[config.mk]
export PLATFORM = sky130hd
export DESIGN_NAME = handheld_cart_bank_mapper_unit_flat
export DESIGN_NICKNAME = d
export VERILOG_FILES = /design/src/rtl/core/hcbm_pkg.sv /design/src/rtl/core/hcbm_if.sv /design/src/rtl/core/handheld_cart_bank_mapper_unit.sv /design/src/flat_wrapper.sv
export SDC_FILE = /design/constraint.sdc
export NUM_CORES = 1
export LEC_CHECK = 0
export BUFFER_PORTS_ARGS = -buffer_cell sky130_fd_sc_hd__buf_2
export CORE_MARGIN = 1.5
export CORE_UTILIZATION = 59
export DETAILED_ROUTE_END_ITERATION = 16
export PLACE_DENSITY_LB_ADDON = 0.08
export SYNTH_ARGS = -nofsm -noshare
export SYNTH_HDL_FRONTEND = slang
export SYNTH_SLANG_ARGS = --single-unit
[constraint.sdc]
create_clock -name i_clk -period 5.35 [get_ports i_clk]
set_input_delay 1.07 -clock i_clk [delete_from_list [all_inputs] [get_ports i_clk]]
set_output_delay 1.07 -clock i_clk [all_outputs]
set_load 0.005 [all_outputs]
[src/rtl/core/hcbm_pkg.sv]
`timescale 1ns / 1ps
// ----------------------------------------------------------------------------
// Handheld cartridge bank mapper package
// Field widths, access kind codes, bus region codes and register reset values.
// ----------------------------------------------------------------------------
package hcbm_pkg;

    localparam int unsigned BUS_ADDR_W = 16;
    localparam int unsigned BYTE_W     = 8;
    localparam int unsigned MEM_ADDR_W = 23;
    localparam int unsigned BASE_W     = 6;
    localparam int unsigned BANK_W     = 8;

    // Bits of the bus address that stay inside one 16 KiB ROM window or 8 KiB RAM page.
    localparam int unsigned ROM_OFS_W  = 14;
    localparam int unsigned RAM_OFS_W  = 13;

    // ROM window index width: base + bank + 2 reaches 320 at most.
    localparam int unsigned ROM_IDX_W  = MEM_ADDR_W - ROM_OFS_W;

    // Mapped ROM starts two windows up (0x8000).
    localparam logic [ROM_IDX_W-1:0] ROM_MAPPED_START = ROM_IDX_W'(2);

    localparam logic [BANK_W-1:0] ROM_BANK_RESET = BANK_W'(1);

    // Lower nibble pattern that enables the RAM.
    localparam logic [3:0] RAM_ENABLE_KEY = 4'hA;

    typedef enum logic [1:0] {
        KIND_NONE      = 2'd0,
        KIND_ROM_READ  = 2'd1,
        KIND_RAM_READ  = 2'd2,
        KIND_RAM_WRITE = 2'd3
    } t_access_kind;

    // Top three address bits split the bus into 8 KiB regions.
    localparam logic [2:0] RGN_MODE_ENABLE = 3'd0;
    localparam logic [2:0] RGN_BASE_BANK   = 3'd1;
    localparam logic [2:0] RGN_RAM_BANK    = 3'd2;
    localparam logic [2:0] RGN_EXT_RAM     = 3'd5;

    localparam logic FUNC_READ  = 1'b0;
    localparam logic FUNC_WRITE = 1'b1;

endpackage

[src/rtl/core/hcbm_if.sv]
`timescale 1ns / 1ps
// ----------------------------------------------------------------------------
// Handheld cartridge bank mapper channels
// Valid/ready channels for bus access beats and mapped memory access beats.
// ----------------------------------------------------------------------------
interface hcbm_req_if
    import hcbm_pkg::*;
();
    logic                  valid;
    logic                  ready;
    logic                  func;
    logic [BUS_ADDR_W-1:0] bus_address;
    logic [BYTE_W-1:0]     write_byte;

    modport source (output valid, output func, output bus_address, output write_byte,
                    input ready);
    modport sink   (input valid, input func, input bus_address, input write_byte,
                    output ready);
endinterface

interface hcbm_rsp_if
    import hcbm_pkg::*;
();
    logic                  valid;
    logic                  ready;
    logic [1:0]            access_kind;
    logic [MEM_ADDR_W-1:0] memory_address;
    logic [BYTE_W-1:0]     ram_write_byte;

    modport source (output valid, output access_kind, output memory_address,
                    output ram_write_byte, input ready);
    modport sink   (input valid, input access_kind, input memory_address,
                    input ram_write_byte, output ready);
endinterface

[src/rtl/core/handheld_cart_bank_mapper_unit.sv]
`timescale 1ns / 1ps
// ----------------------------------------------------------------------------
// Handheld cartridge bank mapper
// Maps CPU bus accesses onto physical ROM and RAM addresses.
// ----------------------------------------------------------------------------
// An accepted bus access beat is captured in the input register and its translation
// in the result register, which holds it until taken. Throughput: one bus access per
// cycle unless the result stalls; the mapper registers are updated in the same cycle
// that an access is translated, so the next access sees them at once.
// Reset: synchronous, active low; unmapped mode, RAM disabled, ROM bank 1,
// base window and RAM bank 0, both pipeline stages empty.
module handheld_cart_bank_mapper_unit
    import hcbm_pkg::*;
(
    input  logic       i_clk,
    input  logic       i_rst_n,
    hcbm_req_if.sink   i_req,
    hcbm_rsp_if.source o_rsp
);

    // ------------------------------------------------------------------
    // Pipeline control. The result register moves when empty or taken;
    // the input register moves when empty or when the result register
    // does, so a waiting result blocks new beats only if both are full.
    // ------------------------------------------------------------------
    logic r_in_vld;
    logic r_out_vld;
    logic w_advance;
    logic w_process;

    assign w_advance   = !r_out_vld || o_rsp.ready;
    assign i_req.ready = !r_in_vld || w_advance;
    assign w_process   = r_in_vld && w_advance;

    // Input register holding the captured bus access.
    logic                  r_in_func;
    logic [BUS_ADDR_W-1:0] r_in_addr;
    logic [BYTE_W-1:0]     r_in_byte;

    // Mapper registers.
    logic              r_mapped_mode;
    logic [BASE_W-1:0] r_base_window;
    logic              r_ram_enabled;
    logic [BANK_W-1:0] r_rom_bank;
    logic [BANK_W-1:0] r_ram_bank;

    logic              n_mapped_mode;
    logic [BASE_W-1:0] n_base_window;
    logic              n_ram_enabled;
    logic [BANK_W-1:0] n_rom_bank;
    logic [BANK_W-1:0] n_ram_bank;

    // Result register.
    t_access_kind          r_out_kind;
    logic [MEM_ADDR_W-1:0] r_out_addr;
    logic [BYTE_W-1:0]     r_out_byte;

    t_access_kind          n_out_kind;
    logic [MEM_ADDR_W-1:0] n_out_addr;
    logic [BYTE_W-1:0]     n_out_byte;

    // ------------------------------------------------------------------
    // Address translation.
    // ------------------------------------------------------------------
    logic [2:0]            w_region;
    logic [ROM_IDX_W-1:0]  w_rom_idx;
    logic [MEM_ADDR_W-1:0] w_rom_mapped_addr;
    logic [MEM_ADDR_W-1:0] w_ram_addr;
    logic [MEM_ADDR_W-1:0] w_rom_plain_addr;

    assign w_region = r_in_addr[BUS_ADDR_W-1 -: 3];

    // In mapped mode the low half of ROM space uses the base window alone and
    // the high half adds the bank register; both sit two windows up.
    assign w_rom_idx = ROM_MAPPED_START + ROM_IDX_W'(r_base_window)
                     + (r_in_addr[ROM_OFS_W] ? ROM_IDX_W'(r_rom_bank) : '0);
    assign w_rom_mapped_addr = {w_rom_idx, r_in_addr[ROM_OFS_W-1:0]};

    // Unmapped ROM reads pass the 15-bit bus address straight through.
    assign w_rom_plain_addr = MEM_ADDR_W'(r_in_addr[ROM_OFS_W:0]);

    assign w_ram_addr = MEM_ADDR_W'({r_ram_bank, r_in_addr[RAM_OFS_W-1:0]});

    always_comb begin
        n_out_kind    = KIND_NONE;
        n_out_addr    = '0;
        n_out_byte    = '0;
        n_mapped_mode = r_mapped_mode;
        n_base_window = r_base_window;
        n_ram_enabled = r_ram_enabled;
        n_rom_bank    = r_rom_bank;
        n_ram_bank    = r_ram_bank;

        if (r_in_func == FUNC_READ) begin
            if (!r_in_addr[BUS_ADDR_W-1]) begin
                // ROM space, 0x0000-0x7FFF.
                n_out_kind = KIND_ROM_READ;
                n_out_addr = r_mapped_mode ? w_rom_mapped_addr : w_rom_plain_addr;
            end else if (w_region == RGN_EXT_RAM && r_ram_enabled) begin
                n_out_kind = KIND_RAM_READ;
                n_out_addr = w_ram_addr;
            end
        end else begin
            priority if (w_region == RGN_MODE_ENABLE) begin
                // The first write here switches to mapped mode; later ones
                // gate the cartridge RAM.
                if (!r_mapped_mode) begin
                    n_mapped_mode = 1'b1;
                end else begin
                    n_ram_enabled = (r_in_byte[3:0] == RAM_ENABLE_KEY);
                end
            end else if (w_region == RGN_BASE_BANK) begin
                if (!r_mapped_mode) begin
                    n_base_window = r_in_byte[BASE_W-1:0];
                end else begin
                    n_rom_bank = r_in_byte;
                end
            end else if (w_region == RGN_RAM_BANK) begin
                if (r_mapped_mode) begin
                    n_ram_bank = r_in_byte;
                end
            end else if (w_region == RGN_EXT_RAM) begin
                if (r_ram_enabled) begin
                    n_out_kind = KIND_RAM_WRITE;
                    n_out_addr = w_ram_addr;
                    n_out_byte = r_in_byte;
                end
            end else begin
                // Writes anywhere else have no effect.
                n_out_kind = KIND_NONE;
            end
        end
    end

    // ------------------------------------------------------------------
    // Registers.
    // ------------------------------------------------------------------
    always_ff @(posedge i_clk) begin
        if (!i_rst_n) begin
            r_in_vld      <= 1'b0;
            r_out_vld     <= 1'b0;
            r_mapped_mode <= 1'b0;
            r_base_window <= '0;
            r_ram_enabled <= 1'b0;
            r_rom_bank    <= ROM_BANK_RESET;
            r_ram_bank    <= '0;
        end else begin
            if (i_req.ready) begin
                r_in_vld <= i_req.valid;
            end
            if (w_advance) begin
                r_out_vld <= r_in_vld;
            end
            if (w_process) begin
                r_mapped_mode <= n_mapped_mode;
                r_base_window <= n_base_window;
                r_ram_enabled <= n_ram_enabled;
                r_rom_bank    <= n_rom_bank;
                r_ram_bank    <= n_ram_bank;
            end
        end
    end

    // Payload registers carry no reset.
    always_ff @(posedge i_clk) begin
        if (i_req.valid && i_req.ready) begin
            r_in_func <= i_req.func;
            r_in_addr <= i_req.bus_address;
            r_in_byte <= i_req.write_byte;
        end
        if (w_process) begin
            r_out_kind <= n_out_kind;
            r_out_addr <= n_out_addr;
            r_out_byte <= n_out_byte;
        end
    end

    assign o_rsp.valid          = r_out_vld;
    assign o_rsp.access_kind    = r_out_kind;
    assign o_rsp.memory_address = r_out_addr;
    assign o_rsp.ram_write_byte = r_out_byte;

endmodule
[src/flat_wrapper.sv]
// flat-port wrapper written by rule: the top's interface ports become plain ports
module handheld_cart_bank_mapper_unit_flat import hcbm_pkg::*;
  (i_clk, i_rst_n, i_req_valid, i_req_func, i_req_bus_address, i_req_write_byte, i_req_ready, o_rsp_valid, o_rsp_access_kind, o_rsp_memory_address, o_rsp_ram_write_byte, o_rsp_ready);
  hcbm_req_if i_req_i ();
  hcbm_rsp_if o_rsp_i ();
  input  logic i_clk;
  input  logic i_rst_n;
  input wire logic [$bits(i_req_i.valid)-1:0] i_req_valid;
  input wire logic [$bits(i_req_i.func)-1:0] i_req_func;
  input wire logic [$bits(i_req_i.bus_address)-1:0] i_req_bus_address;
  input wire logic [$bits(i_req_i.write_byte)-1:0] i_req_write_byte;
  output wire logic [$bits(i_req_i.ready)-1:0] i_req_ready;
  output wire logic [$bits(o_rsp_i.valid)-1:0] o_rsp_valid;
  output wire logic [$bits(o_rsp_i.access_kind)-1:0] o_rsp_access_kind;
  output wire logic [$bits(o_rsp_i.memory_address)-1:0] o_rsp_memory_address;
  output wire logic [$bits(o_rsp_i.ram_write_byte)-1:0] o_rsp_ram_write_byte;
  input wire logic [$bits(o_rsp_i.ready)-1:0] o_rsp_ready;
  assign i_req_i.valid = i_req_valid;
  assign i_req_i.func = i_req_func;
  assign i_req_i.bus_address = i_req_bus_address;
  assign i_req_i.write_byte = i_req_write_byte;
  assign i_req_ready = i_req_i.ready;
  assign o_rsp_valid = o_rsp_i.valid;
  assign o_rsp_access_kind = o_rsp_i.access_kind;
  assign o_rsp_memory_address = o_rsp_i.memory_address;
  assign o_rsp_ram_write_byte = o_rsp_i.ram_write_byte;
  assign o_rsp_i.ready = o_rsp_ready;
  handheld_cart_bank_mapper_unit u_core (.i_clk(i_clk), .i_rst_n(i_rst_n), .i_req(i_req_i), .o_rsp(o_rsp_i));
endmodule
==> impl_summary.txt <==
----------------------------------------------------
[Worst setup path]
  Most common cell type on the critical path ... sky130_fd_sc_hd__buf_2
  Req. time, crit path ... 4280 ps
  Category of the worst setup path capture point ... output pin
  Category of the worst setup path launch point ... input port
  Data arrival at the endpoint of the critical path ... 1590 ps
  Critical Path Fanout Max ... 3
  Critical-path cell with the highest stage delay ... sky130_fd_sc_hd__nor2b_1
  Highest cell delay on the worst timing path ... 180 ps
  Reg-to-Reg Start ... u_core.r_in_addr[14]
  Critical path type ... in2out
  Critical path launch point ... o_rsp_ready
  Cells traversed along the worst timing path ... buf_2 -> nor2b_1 -> nand2_1 -> buf_2

[Min path]
  Launch point of the worst hold path ... u_core.r_ram_enabled
  Class of the tightest hold or removal check ... reg2reg

[Logic synthesis]
  Number of unique standard cell types used by synthesis ... 42
  Number of synthesis warnings ... 0
  Synth async-reset ratio ... 0%
  Post-synthesis sequential area ratio ... 63.2%
  Flops & latches, synth ... 84
  Net count after synthesis ... 301
  Post-Syn Area ... 3580 sq um
  Number of standard cells after synthesis ... 263
  Mean post-synth cell area ... 13.6 sq um
  Flip-flop cell with the highest count after synthesis ... sky130_fd_sc_hd__edfxtp_1
  Number of enable flip-flop cells after synthesis ... 58

[CTS]
  Clock transition at the registers of the reported paths ... 80 ps
  Deepest level of the CTS H-tree ... 3
  Setup Buffers After CTS ... 0
  Number of buffers between clock root and the deepest sink ... 2
  # resized after CTS ... 0
  CTS root buf ... sky130_fd_sc_hd__clkbuf_8
  Clock tree from TritonCTS ... done
  CTS Hold Buffers Added ... 0
  CTS Sinks ... 84
  Clock latency at the later pin of the worst-skew pair ... 350 ps
  Number of buffers added by the clock tree synthesis step ... 9

[Route]
  Remaining antenna violation count after routing ... 0
  DRC viols ... 0
  Final WL ... 6270 microns
  Post-DR wirelength/cell ... 15.4 microns
  Vias/cell ... 5.39
  Number of search-and-repair iterations in the first detailed-routing pass ... 4
  Total number of vias ... 2195
  Drt first-iter violations ... 136

[Layout]
  Most used cells in the layout excluding fill and tap cells ... sky130_fd_sc_hd__buf_2 (63), sky130_fd_sc_hd__edfxtp_1 (58), sky130_fd_sc_hd__nor2b_1 (38), sky130_fd_sc_hd__mux2i_1 (27), sky130_fd_sc_hd__dfxtp_1 (26)
  Layout Area Growth over Synthesis ... 15.6%
  Antenna cells ... 0
  Commonest non-fill, non-tap cell in the layout ... sky130_fd_sc_hd__buf_2
  Number of fill cells in the layout ... 444
  Fraction of layout cells with a size suffix above 1 ... 27.1%
  Post-layout net count ... 365

[Floorplanning]
  Number of placed I/O pins ... 64
  Die Wd ... 80.9 microns
  Die Y ... 80.9 microns
  Die area ... 6540 sq um
  Core footprint ... 5890 sq um
  Initial standard-cell utilization of the core ... 60.8%
  Number of placement rows ... 28

[STA]
  Final count of negative-setup-slack endpoints ... 0
  Final worst clock skew ... 6.35 ps
  Fin. max-slew vios ... 0
  Maximum clock rate ... 0.376 GHz
  RSZ-0062 raised after global routing ... false
  Time the worst path needs with I/O delays and setup ... 2660 ps
  Slew at the pin closest to its max-slew limit ... 1050 ps
  Setup TNS Final ... 0 ps
  Number of endpoints with negative hold slack in the final report ... 0
  Max transition margin ... 29.9%
  Crit share post-route ... 49.7%

[Global routing]
  Overflow left after global routing ... 0
  Total GRT Usage ... 20.8%
  Via count of the first global-routing pass ... 1993
  Number of antenna violations at the first check in global routing ... 0
  Maximum number of pins on one net before global-route repair ... 34
  Wire length of the first global-routing pass ... 9900 microns

[Power and ir drop]
  Highest ir drop seen on vdd ... 0.000233 V
  Areal power density over the cells ... 301 nW/um^2
  Overall power after layout ... 1250 uW
  Static leakage ... 0.00175 uW

[Placed design]
  Number of port buffers ... 63
  Estimated wirelength of the detail-placed design ... 4320 microns
  RePlAce Congestion ... 0.883

[Run status]
  Status ... finished clean

[Job]
  Count of max-cap constraint violations ... 0

----------------------------------------------------
through the flow:
stage | hold WS (ps) | util (%) | area [sq um] | instances | setup slack [ps]
floorplan | 431 | - | 3580 | 263 | 2740
global placement | 442 | 66.8 | 3930 | 391 | 2720
CTS | 464 | 70.3 | 4140 | 407 | 2670
global route | 519 | 70.3 | 4140 | 407 | 2630
detailed placement | 451 | 66.8 | 3930 | 391 | 2680
finish | 460 | 70.3 | 4140 | 407 | 2690
path summary, 6_finish.rpt:
kind                                endpoint  slack [ps]  cells after the start
max                              i_req_ready        2690                      4
min                     u_core.r_ram_enabled         460                      2
min reg2reg             u_core.r_ram_enabled         460                      2
max reg2reg  u_core.o_rsp.memory_address[22]        2880                      7
registers in the layout, indices dropped and copies added, names as in the netlist:
signal and flops:
u_core.o_rsp.access_kind 2, u_core.r_in_addr 16, u_core.r_ram_bank 8, u_core.r_in_byte 8, u_core.r_base_window 6, u_core.o_rsp.ram_write_byte 8, u_core.o_rsp.valid 1, u_core.o_rsp.memory_address 23
u_core.r_in_func 1, u_core.r_in_vld 1, u_core.r_ram_enabled 1, u_core.r_mapped_mode 1, u_core.r_rom_bank 8
cells in the mapped netlist (2+ instances only):
| master | number | area share (%) |
|---|---|---|
| sky130_fd_sc_hd__a211oi_1 | 5 | 1.0 |
| sky130_fd_sc_hd__a21o_1 | 3 | 0.63 |
| sky130_fd_sc_hd__a21oi_1 | 3 | 0.42 |
| sky130_fd_sc_hd__a22o_1 | 3 | 0.73 |
| sky130_fd_sc_hd__and2_1 | 9 | 1.6 |
| sky130_fd_sc_hd__and3_1 | 8 | 1.4 |
| sky130_fd_sc_hd__and3b_2 | 2 | 0.56 |
| sky130_fd_sc_hd__clkbuf_1 | 6 | 0.63 |
| sky130_fd_sc_hd__dfxtp_1 | 26 | 15 |
| sky130_fd_sc_hd__edfxtp_1 | 58 | 49 |
| sky130_fd_sc_hd__ha_1 | 8 | 2.8 |
| sky130_fd_sc_hd__mux2i_1 | 27 | 7.5 |
| sky130_fd_sc_hd__nand2_1 | 11 | 1.2 |
| sky130_fd_sc_hd__nand2b_1 | 2 | 0.35 |
| sky130_fd_sc_hd__nand3_1 | 5 | 0.70 |
| sky130_fd_sc_hd__nand4_2 | 3 | 1.0 |
| sky130_fd_sc_hd__nor2_1 | 5 | 0.52 |
| sky130_fd_sc_hd__nor2b_1 | 38 | 6.6 |
| sky130_fd_sc_hd__nor3_1 | 3 | 0.42 |
| sky130_fd_sc_hd__nor3b_1 | 6 | 1.3 |
| sky130_fd_sc_hd__nor4b_2 | 2 | 0.84 |
| sky130_fd_sc_hd__o21a_1 | 2 | 0.42 |
| sky130_fd_sc_hd__o21ai_0 | 7 | 0.98 |
| sky130_fd_sc_hd__xnor2_1 | 3 | 0.73 |
area by class of cell:
class                           instances  area, sq um  area share [%]
Clock buffer                            9          124            2.99
Sequential cell                        84         2260            54.7
Inverter                                1         3.75          0.0907
Multi-Input combinational cell        167         1250            30.2
Timing Repair Buffer                   64          323            7.80
Tap cell                               75         93.8            2.27
Clock inverter                          7         82.6            2.00
power breakdown:
part           leakage, uW  switching, uW  internal [uW]
clock            0.0000984            240            223
combinational     0.000887           26.8           24.5
sequential        0.000768           14.1            719
kinds of logic after synthesis:
logic type | count (synthesis) | share of synthesized area (%)
and+or+nand+nor | 98 | 17.4
DFF | 84 | 63.2
AOI/OAI and AO/OA | 28 | 5.28
muxes | 28 | 7.86
buffers and inverters | 12 | 1.92
adders and majority gates | 9 | 3.36
xor gates and xnor gates | 4 | 0.979
layer usage:
metal	vias up	track usage (%)	share of wire (%)
li1	1092	-	-
met1	1020	26.7	44
met2	69	32.9	49
met3	14	4.27	5.0
met4	0	11.6	2.3
met5	-	0	0
worst max-delay path: cells and delay by family:
kind	cells	cell delay (ps)
buffers and inverters	2	240
and+or+nand+nor	2	270
Power figures use the tool's default switching activity.
